## src/design/bpct_pkg.sv

```systemverilog
`timescale 1ns / 1ps

package bpct_pkg;

  localparam int TABLE_DEPTH = 16;
  localparam int ID_BITS     = 8;
  localparam int TIME_BITS   = 16;

  // occupancy count holds 0..TABLE_DEPTH
  localparam int CNT_W = $clog2(TABLE_DEPTH + 1);

  localparam logic OP_BLOCK = 1'b0;
  localparam logic OP_TICK  = 1'b1;

  localparam logic [1:0] ST_ACCEPT = 2'd0;
  localparam logic [1:0] ST_FULL   = 2'd1;
  localparam logic [1:0] ST_TICK   = 2'd2;

  typedef struct packed {
    logic                 used;
    logic [ID_BITS-1:0]   id;
    logic [TIME_BITS-1:0] cnt;
    logic                 credit;
  } entry_t;

  // ins: shift toward tail (new entry at head)
  // adv: shift toward head; tail cell loads the recycled entry
  typedef struct packed {
    logic ins;
    logic adv;
    logic tail;
  } cell_ctl_t;

endpackage

```

## src/design/blocked_process_countdown_table.sv

```systemverilog
`timescale 1ns / 1ps

// Blocked-process countdown table. Entries live in a row of cells kept in
// age order, newest in cell 0, always packed from cell 0 with no holes.
// A block item shifts the row one cell toward the tail and writes the new
// entry into cell 0 (or answers "full" when all cells are used), and gives
// one result. A tick item walks the row through the head cell: each cycle
// in which the output can take a result, the head entry is decremented
// (saturating at zero) and either released, when its count is zero and it
// has credit, or put back behind the last occupied cell, so the order
// survives and the row stays packed. A tick thus goes through its
// acceptance, the walk over the occupied entries and the loading of the
// final result, and is held up when the output is held off. Releases go out
// newest first; one release is held back so the final one can carry tlast.
// A tick that releases nothing gives one empty result with tlast set.
module blocked_process_countdown_table (
  input  logic        clk,
  input  logic        rst_n,
  input  logic        in_tvalid,
  output logic        in_tready,
  input  logic [31:0] in_tdata,   // process_id[7:0], wait_ticks[23:8], has_credit[24]
  input  logic        in_tuser,   // op
  output logic        out_tvalid,
  input  logic        out_tready,
  output logic [7:0]  out_tdata,  // released_id[7:0]
  output logic [2:0]  out_tuser,  // status[1:0], released_valid[2]
  output logic        out_tlast
);
  import bpct_pkg::*;

  localparam logic [1:0] S_IDLE  = 2'd0;
  localparam logic [1:0] S_WALK  = 2'd1;
  localparam logic [1:0] S_FLUSH = 2'd2;

  logic [1:0]       state_r, state_nxt;
  logic [CNT_W-1:0] fill_r, fill_nxt;     // occupied cells
  logic [CNT_W-1:0] steps_r, steps_nxt;   // walk steps left

  // held-back release
  logic               pend_r, pend_nxt;
  logic [ID_BITS-1:0] pend_id_r, pend_id_nxt;

  // output register
  logic               ov_r, ov_nxt;
  logic [1:0]         ost_r, ost_nxt;
  logic               orv_r, orv_nxt;
  logic [ID_BITS-1:0] oid_r, oid_nxt;
  logic               olast_r, olast_nxt;

  entry_t    cell_q [TABLE_DEPTH];
  cell_ctl_t ctl    [TABLE_DEPTH];
  entry_t    new_e, loop_e, head_e;
  logic      do_ins, do_adv;

  logic                 slot_free;
  logic                 in_acc;
  logic [TIME_BITS-1:0] head_cnt;
  logic                 head_rel;
  logic [CNT_W-1:0]     tail_idx;

  assign slot_free = !ov_r || out_tready;
  assign in_tready = (state_r == S_IDLE) && slot_free;
  assign in_acc    = in_tvalid && in_tready;

  assign new_e.used   = 1'b1;
  assign new_e.id     = in_tdata[ID_BITS-1:0];
  assign new_e.cnt    = in_tdata[8 +: TIME_BITS];
  assign new_e.credit = in_tdata[24];

  // head step: saturating decrement, release test on the new count
  assign head_e   = cell_q[0];
  assign head_cnt = (head_e.cnt == '0) ? head_e.cnt : head_e.cnt - TIME_BITS'(1);
  assign head_rel = head_e.credit && (head_cnt == '0);

  assign loop_e.used   = !head_rel;
  assign loop_e.id     = head_e.id;
  assign loop_e.cnt    = head_cnt;
  assign loop_e.credit = head_e.credit;

  assign tail_idx = fill_r - CNT_W'(1);

  generate
    for (genvar i = 0; i < TABLE_DEPTH; i++) begin : g_cell
      entry_t prev_e, next_e;
      if (i == 0) begin : g_head
        assign prev_e = new_e;
      end else begin : g_mid
        assign prev_e = cell_q[i-1];
      end
      if (i == TABLE_DEPTH - 1) begin : g_tail
        assign next_e = '0;
      end else begin : g_body
        assign next_e = cell_q[i+1];
      end
      assign ctl[i].ins  = do_ins;
      assign ctl[i].adv  = do_adv;
      assign ctl[i].tail = (CNT_W'(i) == tail_idx);

      bpct_cell u_cell (
        .clk    (clk),
        .rst_n  (rst_n),
        .ctl    (ctl[i]),
        .prev_e (prev_e),
        .next_e (next_e),
        .loop_e (loop_e),
        .q      (cell_q[i])
      );
    end
  endgenerate

  always_comb begin
    state_nxt   = state_r;
    fill_nxt    = fill_r;
    steps_nxt   = steps_r;
    pend_nxt    = pend_r;
    pend_id_nxt = pend_id_r;
    do_ins      = 1'b0;
    do_adv      = 1'b0;

    ov_nxt    = ov_r && !out_tready;
    ost_nxt   = ost_r;
    orv_nxt   = orv_r;
    oid_nxt   = oid_r;
    olast_nxt = olast_r;

    case (state_r)
      S_IDLE: begin
        if (in_acc) begin
          if (in_tuser == OP_BLOCK) begin
            ov_nxt    = 1'b1;
            orv_nxt   = 1'b0;
            oid_nxt   = '0;
            olast_nxt = 1'b1;
            if (fill_r == CNT_W'(TABLE_DEPTH)) begin
              ost_nxt = ST_FULL;
            end else begin
              ost_nxt  = ST_ACCEPT;
              do_ins   = 1'b1;
              fill_nxt = fill_r + CNT_W'(1);
            end
          end else begin
            pend_nxt  = 1'b0;
            steps_nxt = fill_r;
            state_nxt = (fill_r == '0) ? S_FLUSH : S_WALK;
          end
        end
      end
      S_WALK: begin
        if (slot_free) begin
          do_adv = 1'b1;
          if (head_rel) begin
            fill_nxt    = fill_r - CNT_W'(1);
            pend_nxt    = 1'b1;
            pend_id_nxt = head_e.id;
            if (pend_r) begin
              ov_nxt    = 1'b1;
              ost_nxt   = ST_TICK;
              orv_nxt   = 1'b1;
              oid_nxt   = pend_id_r;
              olast_nxt = 1'b0;
            end
          end
          steps_nxt = steps_r - CNT_W'(1);
          if (steps_r == CNT_W'(1)) begin
            state_nxt = S_FLUSH;
          end
        end
      end
      S_FLUSH: begin
        if (slot_free) begin
          ov_nxt    = 1'b1;
          ost_nxt   = ST_TICK;
          orv_nxt   = pend_r;
          oid_nxt   = pend_r ? pend_id_r : '0;
          olast_nxt = 1'b1;
          pend_nxt  = 1'b0;
          state_nxt = S_IDLE;
        end
      end
      default: begin
        state_nxt = S_IDLE;
      end
    endcase
  end

  always_ff @(posedge clk) begin
    if (!rst_n) begin
      state_r <= S_IDLE;
      fill_r  <= '0;
      steps_r <= '0;
      pend_r  <= 1'b0;
      ov_r    <= 1'b0;
    end else begin
      state_r <= state_nxt;
      fill_r  <= fill_nxt;
      steps_r <= steps_nxt;
      pend_r  <= pend_nxt;
      ov_r    <= ov_nxt;
    end
    pend_id_r <= pend_id_nxt;
    ost_r     <= ost_nxt;
    orv_r     <= orv_nxt;
    oid_r     <= oid_nxt;
    olast_r   <= olast_nxt;
  end

  assign out_tvalid = ov_r;
  assign out_tdata  = 8'(oid_r);
  assign out_tuser  = {orv_r, ost_r};
  assign out_tlast  = olast_r;

endmodule

```

## src/design/bpct_cell.sv

```systemverilog
`timescale 1ns / 1ps

module bpct_cell (
  input  logic               clk,
  input  logic               rst_n,
  input  bpct_pkg::cell_ctl_t ctl,
  input  bpct_pkg::entry_t   prev_e,
  input  bpct_pkg::entry_t   next_e,
  input  bpct_pkg::entry_t   loop_e,
  output bpct_pkg::entry_t   q
);
  import bpct_pkg::*;

  entry_t e_r, e_nxt;

  always_comb begin
    e_nxt = e_r;
    if (ctl.ins) begin
      e_nxt = prev_e;
    end else if (ctl.adv) begin
      e_nxt = ctl.tail ? loop_e : next_e;
    end
  end

  // only the used flag is control state
  always_ff @(posedge clk) begin
    if (!rst_n) begin
      e_r.used <= 1'b0;
    end else begin
      e_r.used <= e_nxt.used;
    end
    e_r.id     <= e_nxt.id;
    e_r.cnt    <= e_nxt.cnt;
    e_r.credit <= e_nxt.credit;
  end

  assign q = e_r;

endmodule
```

## config.mk

```make
export PLATFORM = sky130hd
export DESIGN_NAME = blocked_process_countdown_table
export DESIGN_NICKNAME = d
export VERILOG_FILES = /design/src/design/bpct_pkg.sv /design/src/design/blocked_process_countdown_table.sv /design/src/design/bpct_cell.sv
export SDC_FILE = /design/constraint.sdc
export NUM_CORES = 1
export LEC_CHECK = 0
export BUFFER_PORTS_ARGS = -buffer_cell sky130_fd_sc_hd__clkbuf_2
export CORE_ASPECT_RATIO = 1.4
export CORE_MARGIN = 5
export CORE_UTILIZATION = 50
export CTS_CLUSTER_DIAMETER = 100
export DETAILED_ROUTE_END_ITERATION = 8
export GPL_TIMING_DRIVEN = 0
export HOLD_SLACK_MARGIN = 0.08
export PLACE_DENSITY = 0.68
export SLEW_MARGIN = 20
export SYNTH_ARGS = -nofsm -noshare
export SYNTH_HDL_FRONTEND = slang
export SYNTH_HIERARCHICAL = 1
export SYNTH_SLANG_ARGS = --single-unit
```

## constraint.sdc

```tcl
create_clock -name clk -period 3.7 [get_ports clk]
set_input_delay 0 -clock clk [delete_from_list [all_inputs] [get_ports clk]]
set_output_delay 0 -clock clk [all_outputs]
set_load 0.02 [all_outputs]
```

==> impl_metrics.yaml <==
run_status:
  outcome: "finished, final reports clean"
sta:
  setup-tns-final_ns: 0
  max_freq_ghz: 0.275
  fin_crit_ns: 3.63
  timing.hold.ws_ns: 0.289
  fin_crit_sh_pct: 98.1
  worst_pin_slew_ns: 0.991
  hold_viol: 0
  skew_ns: 0.0187
  slew_headroom_pct: 34.0
  drv_slew: 0
  setup_viol: 0
layout:
  fin_nets: 2295
  fillCellCount: 3991
  area_delta_synth_final_pct: 12.7
  design_area_um2: 26700
  antennaDiodeCount: 0
  layout.cells.non_filler: 2904
  final_cell_mix: "420 x nand2_1, 420 x edfxtp_1, 403 x mux2i_1, 305 x o21ai_1, 85 x o21ai_0"
  drive_above_1_share_pct: 12.5
power:
  swShare_pct: 37.3
  power.density_nw_per_um2: 868
  p_comb_share_pct: 35.5
  power.internal_uw: 14600
  pwr-share-seq_pct: 45.3
  max-vdd-ir-drop_v: 0.00126
  power_leakage_uw: 0.00824
  clkPwrFrac_pct: 19.1
  power_uw: 23200
  p_switching_uw: 8660
die:
  ioPinCount: 51
  die_h_um: 268
  start_util_pct: 50.5
  coreArea_um2: 46900
  fp.dieW_um: 194
  placementRows: 94
  die_area_um2: 51900
route:
  ant_nets: 0
  detail_route.vias_per_cell: 5.46
  wl_mm: 56.0
  drt-wirelength-per-cell_um: 19.3
  drcViolationCount: 0
  drt_iter0_markers: 858
  first_pass_iters: 5
  top_layer: "met4"
  wirelength_met1_mm: 21.9
  routed-wl-met2_mm: 30.5
  wl_met3_mm: 1.65
  vias: 15900
cts:
  cts_buffers: 44
  worstSkewPairLatency_ns: 0.56
  cts_buffer_depth: 3
  cts.sinks: 434
  h-tree-depth: 2
  clk_pin_slew_worst_paths_ns: 0.06
  cts-root-buf: "clkbuf_16"
  tritoncts: "done"
global_route:
  grt_pass1_wl_mm: 89.2
  grt-ovfl-total: 0
  antenna_found_initial: 0
  grt_max_degree: 26
  gr-usage-all-layers_pct: 20.9
  grt_pass1_vias: 17000
synthesis:
  syn_area_um2: 23700
  syn_area_per_cell_um2: 11.3
  synth_warnings: 6
  syn_inst: 2090
placed_design:
  post_dp_cell_area_um2: 24900
  place_hpwl_mm: 43.7
  gp_congestion: 0.885
  dp.cells: 2782
  placement.io_buffers: 43
min_path:
  worstHoldPathType: "in -> reg"
critical_path:
  crit_fanout: 18
  crit_type: "reg -> reg"
  worstSetupEndpointType: "register"
  critPathArrivalTime_ns: 3.90
  startpoint_type: "register"
  worst_ep_required_time_ns: 3.97
job:
  drv_cap: 0
==> worst max-delay path: stages, from the launching register on <==
cell       delay (ns)
edfxtp_1         0.51
inv_1            0.24
ha_1             0.28
nor4b_4          0.35
and4_1           0.23
buf_2            0.26
o21ai_4          0.23
and4bb_2         0.41
and3_1           0.22
a31oi_1          0.16
a2111oi_4        0.28
buf_12           0.18
==> power by group through the flow <==
stage	combinational, uW	sequential, uW	clock, uW
global placement	7680	10400	0
global route	9070	10800	4730
floorplan	5990	10000	0
finish	8250	10500	4440
CTS	8210	10500	4550
detailed placement	8080	10600	0
==> per-layer routing <==
metal | global-route usage, % | vias to the layer above
li1 | - | 7910
met1 | 22.9 | 7513
met2 | 41.7 | 328
met3 | 2.18 | 111
met4 | 7.15 | 0
met5 | 0 | -
==> what timing repair did <==
| item | CTS | global route |
|---|---|---|
| cloned | 0 | 0 |
| pin swaps | 2 | 1 |
| hold buffers | 29 | 0 |
| endpoints found under the setup margin | 782 | 596 |
| hold endpoints to repair | 32 | 0 |
| resized for setup | 4 | 5 |
| setup buffers | 5 | 8 |
==> state kept, by name, indices dropped and copies added, names as in the netlist <==
| signal | count |
|---|---|
| pend_id_r | 8 |
| fill_r | 5 |
| pend_r | 1 |
| g_cell.u_cell/q | 400 |
| steps_r | 5 |
| out_tdata | 8 |
| orv_r | 1 |
| state_r | 2 |
| out_tlast | 1 |
| out_tvalid | 1 |
| ost_r | 2 |
==> final cells by class <==
class / instances / area, um^2 / area share, %
plain buffers: 163 / 1370 / 5.12
clock buffers: 54 / 1160 / 4.34
clock inverters: 26 / 249 / 0.932
inverters: 16 / 60.1 / 0.225
multi-input cells: 1501 / 9580 / 35.8
flip-flops and latches: 434 / 12900 / 48.2
well taps: 624 / 781 / 2.92
repair buffers: 86 / 636 / 2.38
==> through the flow <==
| step | utilization (%) | setup slack [ns] |
|---|---|---|
| after floorplan | - | 0.0335 |
| after global placement | 52.8 | -0.993 |
| after detailed placement | 53.0 | -0.740 |
| after CTS | 56.8 | 0.00269 |
| after global routing | 56.9 | -0.00310 |
| final | 56.9 | 0.0688 |
==> final timing paths <==
path / from / slack (ns) / cells after the start / endpoint
setup / recovery: g_cell[0].u_cell/q[2] / 0.07 / 11 / out_tdata[0]
hold / removal: in_tdata[6] / 0.29 / 4 / g_cell[0].u_cell/q[23]
setup reg to reg: g_cell[0].u_cell/q[2] / 0.07 / 11 / out_tdata[0]
hold reg to reg: pend_id_r[3] / 0.51 / 1 / out_tdata[3]
Note: power is estimated with default switching activity, not from simulation.
